$ cat src/rtl/core/lrpc_pkg.sv
// Package for the log record parser: header layout, length masks and CRC-32 byte update.
`timescale 1ns / 1ps
`default_nettype none

package lrpc_pkg;

  // Captured length widths (header layout stays fixed)
  localparam int KEY_LEN_BITS   = 16;
  localparam int VALUE_LEN_BITS = 32;

  localparam logic [15:0] KEY_LEN_MASK   = 16'((64'd1 << KEY_LEN_BITS) - 64'd1);
  localparam logic [31:0] VALUE_LEN_MASK = 32'((64'd1 << VALUE_LEN_BITS) - 64'd1);

  // Header byte offsets
  localparam int TYPE_POS  = 4;
  localparam int TIME_POS  = 5;
  localparam int SEQ_POS   = 13;
  localparam int KLEN_POS  = 21;
  localparam int VLEN_POS  = 23;
  localparam int HDR_SIZE  = 27;

  localparam logic [31:0] CRC_INIT = 32'hFFFF_FFFF;
  localparam logic [31:0] CRC_POLY = 32'hEDB8_8320;

  // Record status codes
  typedef enum logic [1:0] {
    STATUS_OK        = 2'd0,
    STATUS_SHORT     = 2'd1,
    STATUS_CRC_ERROR = 2'd2
  } status_t;

  // Reflected CRC-32, one byte
  function automatic logic [31:0] crc32_byte(input logic [31:0] crc_in, input logic [7:0] data);
    logic [31:0] c;
    c = crc_in ^ {24'd0, data};
    for (int i = 0; i < 8; i++) begin
      c = c[0] ? ((c >> 1) ^ CRC_POLY) : (c >> 1);
    end
    return c;
  endfunction

endpackage

`default_nettype wire

$ cat src/rtl/core/log_record_parse_crc_check.sv
// Top level: length-prefixed log record parser with CRC-32 check.
//
//  channel   dir  handshake                tdata / tuser / tlast
//  s_axis    in   s_axis_tvalid/tready     stream_byte / - / buffer_end
//  m_axis    out  m_axis_tvalid/tready     header fields+status / flags / record_done
//
// One input byte per cycle while the output register is free or taken: the CRC-32
// byte update, header capture and the record length compare sit between the parser
// state and one output register, which loads the result at the accepting edge.
// A byte that neither passes payload nor ends a record gives no output transaction.
// The input is stalled only while the output register is full and not taken.
// Synchronous reset clears the parser state and the output valid.
`timescale 1ns / 1ps
`default_nettype none

module log_record_parse_crc_check
  import lrpc_pkg::*;
(
  input  wire logic         clk,
  input  wire logic         rst,
  input  wire logic         s_axis_tvalid,
  output logic              s_axis_tready,
  input  wire logic [7:0]   s_axis_tdata,   // [7:0] stream_byte
  input  wire logic         s_axis_tlast,   // buffer_end
  output logic              m_axis_tvalid,
  input  wire logic         m_axis_tready,
  // [7:0] payload_byte, [9:8] status, [17:10] record_type, [81:18] timestamp,
  // [145:82] sequence_res, [161:146] key_length, [193:162] value_length,
  // [225:194] stored_crc, [231:226] zero
  output logic [231:0]      m_axis_tdata,
  output logic [1:0]        m_axis_tuser,   // [0] payload_valid, [1] in_value
  output logic              m_axis_tlast    // record_done
);

  // Parser state
  logic [32:0] byte_pos;
  logic [31:0] crc_field_reg;
  logic [7:0]  type_reg;
  logic [63:0] time_reg;
  logic [63:0] seq_reg;
  logic [15:0] key_len_reg;
  logic [31:0] value_len_reg;
  logic [31:0] crc_accum;

  // Values after this byte
  logic [31:0] crc_field_next;
  logic [7:0]  type_next;
  logic [63:0] time_next;
  logic [63:0] seq_next;
  logic [15:0] key_len_next;
  logic [31:0] value_len_next;
  logic [31:0] crc_next;

  logic [4:0]  hdr_pos;
  logic [4:0]  hdr_off;
  logic [15:0] key_used;
  logic [31:0] value_used;
  logic [33:0] rec_len;
  logic        is_payload;
  logic        is_value;
  logic        done_full;
  logic        done;
  status_t     status;
  logic        accept;
  logic        has_result;
  logic [231:0] out_data_next;

  assign s_axis_tready = !m_axis_tvalid || m_axis_tready;
  assign accept        = s_axis_tvalid && s_axis_tready;

  // Capture header bytes and advance the CRC
  always_comb begin
    crc_field_next = crc_field_reg;
    type_next      = type_reg;
    time_next      = time_reg;
    seq_next       = seq_reg;
    key_len_next   = key_len_reg;
    value_len_next = value_len_reg;
    hdr_pos        = byte_pos[4:0];
    hdr_off        = 5'd0;
    if (byte_pos < 33'(TYPE_POS)) begin
      crc_field_next[8*hdr_pos[1:0] +: 8] = s_axis_tdata;
    end else if (byte_pos == 33'(TYPE_POS)) begin
      type_next = s_axis_tdata;
    end else if (byte_pos < 33'(SEQ_POS)) begin
      hdr_off = hdr_pos - 5'(TIME_POS);
      time_next[8*hdr_off[2:0] +: 8] = s_axis_tdata;
    end else if (byte_pos < 33'(KLEN_POS)) begin
      hdr_off = hdr_pos - 5'(SEQ_POS);
      seq_next[8*hdr_off[2:0] +: 8] = s_axis_tdata;
    end else if (byte_pos < 33'(VLEN_POS)) begin
      hdr_off = hdr_pos - 5'(KLEN_POS);
      key_len_next[8*hdr_off[0] +: 8] = s_axis_tdata;
    end else if (byte_pos < 33'(HDR_SIZE)) begin
      hdr_off = hdr_pos - 5'(VLEN_POS);
      value_len_next[8*hdr_off[1:0] +: 8] = s_axis_tdata;
    end
    crc_next = (byte_pos >= 33'(TYPE_POS)) ? crc32_byte(crc_accum, s_axis_tdata) : crc_accum;
  end

  // Decide payload section and record end
  always_comb begin
    key_used   = key_len_next & KEY_LEN_MASK;
    value_used = value_len_next & VALUE_LEN_MASK;
    rec_len    = 34'(HDR_SIZE) + {18'd0, key_used} + {2'd0, value_used};
    is_payload = byte_pos >= 33'(HDR_SIZE);
    is_value   = is_payload && (byte_pos >= 33'(HDR_SIZE) + {17'd0, key_used});
    done_full  = (byte_pos >= 33'(HDR_SIZE - 1)) && ({1'b0, byte_pos} + 34'd1 >= rec_len);
    done       = done_full || s_axis_tlast;
    if (done_full) begin
      status = ((crc_next ^ CRC_INIT) == crc_field_next) ? STATUS_OK : STATUS_CRC_ERROR;
    end else begin
      status = STATUS_SHORT;
    end
    has_result = is_payload || done;
  end

  // Assemble the output data; zero fields that do not apply
  always_comb begin
    out_data_next = '0;
    if (is_payload) begin
      out_data_next[7:0] = s_axis_tdata;
    end
    if (done) begin
      out_data_next[9:8]     = status;
      out_data_next[17:10]   = type_next;
      out_data_next[81:18]   = time_next;
      out_data_next[145:82]  = seq_next;
      out_data_next[161:146] = key_used;
      out_data_next[193:162] = value_used;
      out_data_next[225:194] = crc_field_next;
    end
  end

  // Update parser state; restart after any verdict
  always_ff @(posedge clk) begin
    if (rst) begin
      byte_pos      <= '0;
      crc_field_reg <= '0;
      type_reg      <= '0;
      time_reg      <= '0;
      seq_reg       <= '0;
      key_len_reg   <= '0;
      value_len_reg <= '0;
      crc_accum     <= CRC_INIT;
    end else if (accept) begin
      if (done) begin
        byte_pos      <= '0;
        crc_field_reg <= '0;
        type_reg      <= '0;
        time_reg      <= '0;
        seq_reg       <= '0;
        key_len_reg   <= '0;
        value_len_reg <= '0;
        crc_accum     <= CRC_INIT;
      end else begin
        byte_pos      <= byte_pos + 33'd1;
        crc_field_reg <= crc_field_next;
        type_reg      <= type_next;
        time_reg      <= time_next;
        seq_reg       <= seq_next;
        key_len_reg   <= key_len_next;
        value_len_reg <= value_len_next;
        crc_accum     <= crc_next;
      end
    end
  end

  // Output register valid
  always_ff @(posedge clk) begin
    if (rst) begin
      m_axis_tvalid <= 1'b0;
    end else if (s_axis_tready) begin
      m_axis_tvalid <= accept && has_result;
    end
  end

  // Output register payload
  always_ff @(posedge clk) begin
    if (accept && has_result) begin
      m_axis_tuser <= {is_value, is_payload};
      m_axis_tlast <= done;
      m_axis_tdata <= out_data_next;
    end
  end

  // CRC stays at its initial value until the first covered byte
  a_crc_init: assert property (@(posedge clk) disable iff (rst)
    (byte_pos <= 33'(TYPE_POS)) |-> (crc_accum == CRC_INIT))
    else $error("CRC accumulator moved during the CRC field");

  // A verdict restarts the record
  a_restart: assert property (@(posedge clk) disable iff (rst)
    (accept && done) |=> (byte_pos == 33'd0))
    else $error("byte position not cleared after record end");

  // Every output transaction carries payload or a verdict
  a_no_empty: assert property (@(posedge clk) disable iff (rst)
    m_axis_tvalid |-> (m_axis_tuser[0] || m_axis_tlast))
    else $error("empty output transaction");

  // Value flag only on payload bytes
  a_value_flag: assert property (@(posedge clk) disable iff (rst)
    (m_axis_tvalid && !m_axis_tuser[0]) |-> (m_axis_tuser[1] == 1'b0))
    else $error("in_value set without payload");

  // Status is zero unless the record ends
  a_status_zero: assert property (@(posedge clk) disable iff (rst)
    (m_axis_tvalid && !m_axis_tlast) |-> (m_axis_tdata[9:8] == 2'd0))
    else $error("status set without record end");

endmodule

`default_nettype wire

$ cat config.mk
export PLATFORM = sky130hd
export DESIGN_NAME = log_record_parse_crc_check
export DESIGN_NICKNAME = d
export VERILOG_FILES = /design/src/rtl/core/lrpc_pkg.sv /design/src/rtl/core/log_record_parse_crc_check.sv
export SDC_FILE = /design/constraint.sdc
export NUM_CORES = 1
export LEC_CHECK = 0
export ABC_CLOCK_PERIOD_IN_PS = 23700
export BUFFER_PORTS_ARGS = -buffer_cell sky130_fd_sc_hd__buf_2
export CAP_MARGIN = 20
export CORE_MARGIN = 4
export CORE_UTILIZATION = 28
export DETAILED_ROUTE_END_ITERATION = 12
export SYNTH_ARGS = -nofsm -noshare
export SYNTH_HDL_FRONTEND = slang
export SYNTH_SLANG_ARGS = --single-unit
$ cat constraint.sdc
create_clock -name clk -period 23.7 [get_ports clk]
set_clock_uncertainty 0.05 [all_clocks]
set_input_delay 2.37 -clock clk [delete_from_list [all_inputs] [get_ports clk]]
set_output_delay 2.37 -clock clk [all_outputs]
set_load 0.01 [all_outputs]
# Word level (Yosys, flattened, before mapping)
# Index checks and enable logic that the tools add are counted.
[classes]
n_addsub = 14
order_cmp = 10
eq_ne = 2
shifts = 10
mux = 45
bitwise = 10
n_reduce_logical = 9
[op_table]
columns = ["op", "count"]
rows = [
  ["$mux 32", 19],
  ["$mux 64", 9],
  ["$bwmux 64", 2],
  ["$shift 8x34->64 const A", 2],
  ["$shiftx 8x34->64", 2],
  ["$not 13->14", 8],
  ["$lt 33x5->1 const B", 3],
  ["$mux 16", 6],
  ["$neg 5->34", 2],
  ["$neg 6->34", 2],
  ["$shift 8x34->32 const A", 2],
  ["$shiftx 8x34->32", 2],
  ["$ge 33x5->1 const B", 2],
  ["$bwmux 32", 2],
  ["$add 33x1->34 const B", 1],
  ["$add 5x16->17 const A", 2],
  ["$ge 34x33->1", 1],
  ["$neg 4->34", 1],
  ["$shift 8x34->16 const A", 1],
  ["$shiftx 8x34->16", 1],
  ["$add 17x32->33", 1],
  ["$add 33x1->33 const B", 1],
  ["$eq 33x3->1 const B", 1],
  ["$ge 33x17->1", 1],
  ["18 further kinds", 26],
]
[totals]
ff_bits = 511
input_bits = 13
out_inout_bits = 237
wordCells = 114

# Depth between registers and ports, before layout
# Gate-level depths: netlist of the first run.
[logic_depth]
ltp_word = 22
ltp_mapped = 36
mapped_depth_nobuf = 30

# Worst setup path before layout of the first run
# OpenSTA, ideal clock, no wires.
[synth_timing]
path_type = "input to register"
from = "input s_axis_tdata[1]"
to = "register m_axis_tdata[0] (enable)"
arrival_time_ps = 18511
t_required_ps = 22755
setup_slack_ps = 4244
cell_stages = 27
path_cell_list = "clkbuf_1 -> clkbuf_1 -> mux2i_1 -> ha_1 -> inv_1 -> ha_1 -> fa_1 -> a21o_1 -> a21oi_1 -> nor2_1 -> a21oi_1 -> a311oi_1 -> a211o_1 -> a21oi_1 -> xnor2_1 -> ha_1 -> nand4_1 -> nor4_1 -> o21ai_0 -> o2111ai_1 -> a211oi_1 -> o211ai_1 -> a21oi_1 -> buf_2 -> clkbuf_1 -> buf_2 -> a21oi_1"
[synth_between]
elab_chain_len = 14
elab_cells_between_ends = 22
[synth_lines]
columns = ["element", "line", "text"]
rows = [
  ["start: declaration", "log_record_parse_crc_check.sv:23", "input wire logic [7:0] s_axis_tdata,"],
  ["$shiftx 8x34->16 or $shiftx 8x34->32 (tied branches)", "log_record_parse_crc_check.sv:93, log_record_parse_crc_check.sv:96", ""],
  ["$bwmux 16 or $bwmux 32 (tied branches)", "log_record_parse_crc_check.sv:93, log_record_parse_crc_check.sv:96", ""],
  ["$mux 16 or $mux 32 (tied branches)", "log_record_parse_crc_check.sv:91, log_record_parse_crc_check.sv:94", ""],
  ["$mux 16 or $mux 32 (tied branches)", "log_record_parse_crc_check.sv:88, log_record_parse_crc_check.sv:91", ""],
  ["$mux 16 or $mux 32 (tied branches)", "log_record_parse_crc_check.sv:85, log_record_parse_crc_check.sv:88", ""],
  ["$mux 16 or $mux 32 (tied branches)", "log_record_parse_crc_check.sv:83, log_record_parse_crc_check.sv:85", ""],
  ["$mux 16 or $mux 32 (tied branches)", "log_record_parse_crc_check.sv:81, log_record_parse_crc_check.sv:83", ""],
  ["$add 5x16->17 or $mux 32 (tied branches)", "log_record_parse_crc_check.sv:105, log_record_parse_crc_check.sv:81", ""],
  ["$add 17x32->33 *", "log_record_parse_crc_check.sv:105", "rec_len = 34'(HDR_SIZE) + {18'd0, key_used} + {2'd0, value_used};"],
  ["$ge 34x33->1 *", "log_record_parse_crc_check.sv:108", "done_full = (byte_pos >= 33'(HDR_SIZE - 1)) && ({1'b0, byte_pos} + 34'd1 >= rec_len);"],
  ["$logic_and 1x1->1 *", "log_record_parse_crc_check.sv:108", ""],
  ["$logic_or 1x1->1 *", "log_record_parse_crc_check.sv:109", "done = done_full || s_axis_tlast;"],
  ["$logic_or 1x1->1 *", "log_record_parse_crc_check.sv:115", "has_result = is_payload || done;"],
  ["$logic_and 1x1->1 *", "log_record_parse_crc_check.sv:180", "if (accept && has_result) begin"],
  ["end signal: assignment", "log_record_parse_crc_check.sv:183", "m_axis_tdata <= out_data_next;"],
  ["end: declaration", "log_record_parse_crc_check.sv:30", "output logic [231:0] m_axis_tdata,"],
]
# Mark *: on every way between the ends. The rest lies on a longest branch, timed or not.
# A chain may end at the register's enable or synchronous reset.

# Final worst setup path of the first run
[layout_timing]
from = "register byte_pos[8]"
to = "register time_reg[54]"
[layout_between]
elab_chain_len = 12
elab_cells_between_ends = 28
[layout_lines]
columns = ["element", "line", "text"]
rows = [
  ["start: declaration", "log_record_parse_crc_check.sv:36", "logic [32:0] byte_pos;"],
  ["start signal: assignment", "log_record_parse_crc_check.sv:157", "byte_pos <= byte_pos + 33'd1;"],
  ["$lt 33x5->1 (on tied branches)", "log_record_parse_crc_check.sv:91, log_record_parse_crc_check.sv:94", ""],
  ["$mux 16 or $mux 32 (tied branches)", "log_record_parse_crc_check.sv:91, log_record_parse_crc_check.sv:94", ""],
  ["$mux 16 or $mux 32 (tied branches)", "log_record_parse_crc_check.sv:88, log_record_parse_crc_check.sv:91", ""],
  ["$mux 16 or $mux 32 (tied branches)", "log_record_parse_crc_check.sv:85, log_record_parse_crc_check.sv:88", ""],
  ["$mux 16 or $mux 32 (tied branches)", "log_record_parse_crc_check.sv:83, log_record_parse_crc_check.sv:85", ""],
  ["$mux 16 or $mux 32 (tied branches)", "log_record_parse_crc_check.sv:81, log_record_parse_crc_check.sv:83", ""],
  ["$add 5x16->17 or $mux 32 (tied branches)", "log_record_parse_crc_check.sv:105, log_record_parse_crc_check.sv:81", ""],
  ["$add 17x32->33", "log_record_parse_crc_check.sv:105", ""],
  ["$ge 34x33->1", "log_record_parse_crc_check.sv:108", ""],
  ["$logic_and 1x1->1", "log_record_parse_crc_check.sv:108", ""],
  ["$logic_or 1x1->1", "log_record_parse_crc_check.sv:109", ""],
  ["$mux 64 *", "log_record_parse_crc_check.sv:147", "if (done) begin"],
  ["end signal: assignment", "log_record_parse_crc_check.sv:160", "time_reg <= time_next;"],
  ["end: declaration", "log_record_parse_crc_check.sv:39", "logic [63:0] time_reg;"],
]
# Marked as above.

==> out/results.txt, run 1 <==
outcome = finished clean
Final nets = 3250
worst slew pin tran = 1280 ps
Ys Warns = 0
Synth-to-Final Area Change = 15.67%
Initial Utilization = 0.2826
Post-synth EDFFs = 229
initial antenna violation count = 3
total global routing overflow = 0
synthesized netlist cell count = 3024
Slew HR = 0.1466
max reg flops = 226
cell taking the most area after synthesis = edfxtp_1
Pre-Repair DR Iteration Count = 6
Post-CTS Setup Inserts = 0
mean area per synthesized cell = 9.036 um^2
Cell Rows = 114
clk root buf = clkbuf_16
placed cell areas = 29620 um^2
worst-skew pair later-pin latency = 630 ps
Area contributors post-synth = edfxtp_1 25%, dfxtp_1 21%, a21oi_1 5.6%
H-tree depth = 2
Netlist cell types = 92
Max Cap Viol = 0
# DRC = 0
synth cell count leaders = 352 x nand2_1, 327 x nor2_1, 306 x a21oi_1
gr usage total = 0.1798
post-route cell area = 31610 um^2
Layout Cells excl Fill = 4471
Max Root-Sink Buffers = 3
CTS Sinks = 511
dpl cells = 4360
Hold Vio Cnt, Final = 0
slowest CP cell = and4_1
Clock Pin Slew Worst Setup and Hold Paths = 60 ps
post-synthesis cell area = 27330 um^2
# port buffers = 243
vias in the first global route = 22150
largest net degree at the start of global routing = 246
unrepaired setup endpoints after global routing = no
post-layout min period = 10260 ps
Setup TNS Final = 0 ps
Seq/Total Area, Yosys = 0.4582
most frequent CP cell = a21oi_1
post-route antenna net violation count = 0
Slew Limit Fails = 0
wire per inst = 21.57 um
layout cells sized above 1 = 0.1509
Die Y = 320.4 um
crit start category = register
Synth Register Bits = 511
critical-path maximum fanout = 245
final wirelength = 96.44 mm
CTS tree = built
number of gates resized after CTS = 0
Post-CTS Hold Fix Bufs = 0
Max Freq = 97.43 MHz
initial DRC count = 2329
worst endpoint data arrival time = 10780 ps
num ports = 250
Die W = 320.4 um
most frequent cell after synthesis = nand2_1
Worst Hold Class = register to register
Final setup viols = 0
gpl congestion = 0.8816
crit end category = register
routed via count = 23560
PD cells = 64.97 nW/um^2
Worst IR Drop VDD = 55.40 uV
Core ar. = 96710 um^2
die area = 102700 um^2
critical path required time = 24210 ps
critical path class = register to register
ratio of final minimum period to clock period = 0.4331
fillers = 10170
Leakage = 11.54 nW
Synth Flop Type = dfxtp_1
Synth top area share = 0.2516
Max stage delay on crit path = 790 ps
Inserted Clock Buffers = 57
first-pass GRT wire length = 142.9 mm
Post-synth ARST share = 0
Avg Vias per Cell = 5.269
HPWL Detailed = 66.39 mm
## placed cells by master, fill, tap and decap left out, drive strengths merged, types with 52 or more instances in the layout
master | Yosys | routed
a21oi | 308 | 308
buf | 55 | 290
clkbuf | 178 | 68
dfxtp | 282 | 282
edfxtp | 229 | 229
ha | 91 | 91
inv | 53 | 56
mux2i | 52 | 52
nand2 | 355 | 355
nand3 | 134 | 134
nand4 | 75 | 75
nor2 | 328 | 328
nor3 | 68 | 68
o21ai | 142 | 142
xnor2 | 125 | 125
xor2 | 63 | 63
## logic make-up after synthesis
kind of cell / synth area share
buffers and inverters: 0.04281
xor gates and xnor gates: 0.06424
adders and majority gates: 0.04240
other: 0.0001372
and+or+nand+nor: 0.2117
DFF: 0.4582
muxes: 0.02001
AOI/OAI and AO/OA: 0.1605
## stage by stage
stage / util / hold slack (ps) / total power (W) / worst slack (ps)
5_1_grt: 0.3268 / 423.4 / 0.002116 / 12920
4_1_cts: 0.3265 / 404.6 / 0.002071 / 13650
6_report: 0.3268 / 401.4 / 0.002053 / 13440
3_5_place_dp: 0.3063 / 389.8 / 0.001130 / 13530
3_3_place_gp: 0.3063 / 379.3 / 0.001130 / 13550
2_1_floorplan: - / 367.3 / 0.001068 / 4244
## worst max-delay path, delay by kind of cell, from the launching register on
family                   cells  cell delay, ps
adder cells (fa/ha/maj)      4            1140
multiplexers                 1             550
buffers and inverters        4            1480
AO/OA/AOI/OAI               14            3290
flip-flops                   1             370
XOR/XNOR                     1             180
AND/OR/NAND/NOR              7            2850
## where the power goes
part	switching [W]	total, W	internal, W
clock	0.000390	0.000941	0.000550
combinational	0.000131	0.000173	0.0000421
sequential	0.00000611	0.000940	0.000934
total	0.000527	0.00205	0.00153
## cell type report
type	instances	area, um^2	area share
timing repair buffer	290	1620	0.05126
clock inverter	40	457.9	0.01449
clock buffer	68	1498	0.04738
antenna	1	2.502	0.00007917
multi-input combinational	2231	13710	0.4336
sequential	511	12520	0.3962
inverter	54	205.2	0.006492
tap	1276	1597	0.05051
## layer usage
| layer | wire, um | track usage | vias up |
|---|---|---|---|
| li1 | - | - | 11090 |
| met4 | 3590 | 0.06546 | 4 |
| met1 | 41070 | 0.2372 | 11380 |
| met5 | 31 | 0 | - |
| met2 | 44030 | 0.2896 | 884 |
| met3 | 7721 | 0.03982 | 194 |
## worst paths after layout
path | slack (ps) | depth (start not counted) | end | startpoint
max | 13440 | 31 | time_reg[54] | byte_pos[8]
min | 400 | 2 | key_len_reg[13] | key_len_reg[13]
max reg2reg | 13440 | 31 | time_reg[54] | byte_pos[8]
min reg2reg | 400 | 2 | key_len_reg[13] | key_len_reg[13]
Note: power is estimated with default switching activity, not from simulation.
==> run 2: changes to the inputs <==
--- a/config.mk
+++ b/config.mk
@@ -5,7 +5,8 @@
 export SDC_FILE = /design/constraint.sdc
 export NUM_CORES = 1
 export LEC_CHECK = 0
-export ABC_CLOCK_PERIOD_IN_PS = 23700
+export ABC_AREA = 1
+export ABC_CLOCK_PERIOD_IN_PS = 8740
 export BUFFER_PORTS_ARGS = -buffer_cell sky130_fd_sc_hd__buf_2
 export CAP_MARGIN = 20
 export CORE_MARGIN = 4
==> constraint.sdc (replaced) <==
create_clock -name clk -period 8.74 [get_ports clk]
set_clock_uncertainty 0.05 [all_clocks]
set_input_delay 0.874 -clock clk [delete_from_list [all_inputs] [get_ports clk]]
set_output_delay 0.874 -clock clk [all_outputs]
set_load 0.01 [all_outputs]
==> run 2 against run 1 <==
  * Synthesized cell count is 34% higher
  * Power grew to 2.9 times the previous value
  * Critical path depth rose by 1
  * Maximum frequency grew 25%
  * Die area up 7.3%
  * Synthesized area up 7.5%
  * Sequential power rose to 2.7 times the previous value
  * Clock power grew to 2.9 times the previous value
  * Combinational power increased to 3.3 times the previous value
  * Sequential cell count stayed put
  * First-iteration DRC count increased by 46%
  * Setup slack worse by 13000 ps
==> out/results.txt, run 2 <==
total global routing overflow = 0 (unchanged)
Slew HR = 0.1847 (+0.03808)
Clock Pin Slew Worst Setup and Hold Paths = 70 ps (about the same)
most frequent cell after synthesis = nand2_1
initial DRC count = 3393 (+46%)
wire per inst = 20.32 um (-5.8%)
post-route antenna net violation count = 0 (unchanged)
Avg Vias per Cell = 5.108 (-3.0%)
Worst Hold Class = register to register
Pre-Repair DR Iteration Count = 5 (-1)
critical-path maximum fanout = 59 (-76%)
gpl congestion = 0.9517 (+8.0%)
Max Cap Viol = 0 (unchanged)
cell taking the most area after synthesis = edfxtp_1
Util after Layout = 0.3281 (+0.001223)
Slew Limit Fails = 0 (unchanged)
# port buffers = 243 (unchanged)
Post-CTS Setup Inserts = 0 (unchanged)
critical path required time = 9060 ps (-15150 ps)
synth cell count leaders = 1171 x nand2_1, 427 x inv_1, 367 x a21oi_1
Hold Vio Cnt, Final = 0 (unchanged)
max reg flops = 226 (unchanged)
most frequent CP cell = nand2_1
Final nets = 4287 (+32%)
Synth Flop Type = dfxtp_1
largest net degree at the start of global routing = 217 (-12%)
post-layout min period = 8180 ps (-2085 ps)
GR Layer Usage met2 = 0.3153 (+0.02577)
critical path class = register to register
# DRC = 0 (unchanged)
Post-synth ARST share = 0 (unchanged)
Layout Cells excl Fill = 5616 (+26%)
slowest CP cell = dfxtp_2
dpl cells = 5501 (+26%)
first-pass GRT wire length = 168.8 mm (+18%)
Cell Rows = 118 (+3.5%)
routed via count = 28690 (+22%)
most frequent cells in the layout = 1168 x nand2_1, 424 x inv_1, 367 x a21oi_1, 359 x nor2_1, 296 x nand4_1
most common cell after layout, fill and taps aside = nand2_1
HPWL Detailed = 79.71 mm (+20%)
Leakage = 13.31 nW (+15%)
H-tree depth = 2 (unchanged)
Synth top area share = 0.2342 (-0.01749)
worst endpoint data arrival time = 8500 ps (-2280 ps)
Die Y = 331.9 um (+3.6%)
Initial Utilization = 0.2829 (+0.0003751)
Final setup viols = 0 (unchanged)
mean area per synthesized cell = 7.237 um^2 (-20%)
Netlist cell types = 53 (-42%)
gr usage total = 0.1961 (+0.01632)
Max Root-Sink Buffers = 3 (unchanged)
Post-synth EDFFs = 229 (unchanged)
post-synthesis cell area = 29370 um^2 (+7.5%)
CTS Sinks = 511 (unchanged)
Core ar. = 103800 um^2 (+7.3%)
die area = 110100 um^2 (+7.3%)
Synth Register Bits = 511 (unchanged)
Inserted Clock Buffers = 59 (+3.5%)
Max stage delay on crit path = 790 ps (about the same)
PD cells = 172.9 nW/um^2 (+170%)
Final Power = 0.005886 W (+190%)
final wirelength = 114.1 mm (+18%)
ratio of final minimum period to clock period = 0.9359 (+0.5028)
crit start category = register
Ys Warns = 0 (unchanged)
initial antenna violation count = 6 (+3)
synthesized netlist cell count = 4058 (+34%)
Area contributors post-synth = edfxtp_1 23%, dfxtp_1 19%, nand2_1 15%
hold_ws = 414.7 ps (+13.30 ps)
worst slew pin tran = 1223 ps (-57.12 ps)
number of gates resized after CTS = 0 (unchanged)
Post-CTS Hold Fix Bufs = 0 (unchanged)
global route hottest layer = met2
DP Worst Slack = 733.7 ps (-12800 ps)
Final WS setup = 560.5 ps (-12880 ps)
Die W = 331.9 um (+3.6%)
clk root buf = clkbuf_16
M1 GR Usage = 0.2635 (+0.02630)
crit end category = register
unrepaired setup endpoints after global routing = no
Max Freq = 122.3 MHz (+25%)
vias in the first global route = 26330 (+19%)
worst-skew pair later-pin latency = 670 ps (+40 ps)
layout cells sized above 1 = 0.1144 (-0.03654)
Synth-to-Final Area Change = 15.95%
outcome = finished clean
GR Util met3 = 0.03267 (-0.007142)
Seq/Total Area, Yosys = 0.4264 (-0.03184)
CTS tree = built
Worst IR Drop VDD = 186.3 uV (+240%)
num ports = 250 (unchanged)
## run 2: cell type report
class | instances | area, um^2
fillers | 11130 | 69740
multi-input cells | 2873 | 14270
flip-flops and latches | 511 | 12520
well taps | 1380 | 1727
repair buffers | 296 | 1698
inverters | 441 | 1679
clock buffers | 70 | 1572
clock inverters | 41 | 574.3
diodes | 4 | 10.01
## run 2: worst max-delay path: cells and delay by family, from the launching register on
kind	cells	cell delay [ps]
adders and majority gates	4	1460
DFF	1	790
and+or+nand+nor	20	2580
buffers and inverters	5	1310
AOI/OAI and AO/OA	3	1660
## run 2: through the flow
step / TNS, ps / instance area [um^2]
after floorplan: -12270 / 29500
after global placement: 0 / 31890
after detailed placement: 0 / 31890
after CTS: 0 / 34040
after global routing: 0 / 34040
final: 0 / 34050
## run 2: path summary, 6_finish.rpt
kind	start	to	slack (ps)	cells past startpoint
max	byte_pos[0]	m_axis_tdata[78]	560	32
min	time_reg[41]	time_reg[41]	410	2
max reg2reg	byte_pos[0]	m_axis_tdata[78]	560	32
min reg2reg	time_reg[41]	time_reg[41]	410	2
## run 2: where the power goes
group	internal [W]	switching (W)	leakage [nW]
sequential	0.00254	0.0000301	4.49
clock	0.00162	0.00112	1.05
combinational	0.000128	0.000439	7.77
## run 2: logic make-up (layout without fill, tap and decap cells)
group | after synthesis | count (layout) | synth area share
and+or+nand+nor | 2083 | 2083 | 0.3092
buffers and inverters | 679 | 848 | 0.09135
AOI/OAI and AO/OA | 611 | 611 | 0.1093
DFF | 511 | 511 | 0.4264
adders and majority gates | 92 | 92 | 0.03945
xor gates and xnor gates | 81 | 81 | 0.02416
other | 1 | 10 | 0.0001277
## run 2: metal layers
metal | part of all wire | wire length, um
met1 | 0.42 | 47830
met2 | 0.46 | 51970
met3 | 0.083 | 9491
met4 | 0.042 | 4810
met5 | 0.00024 | 27
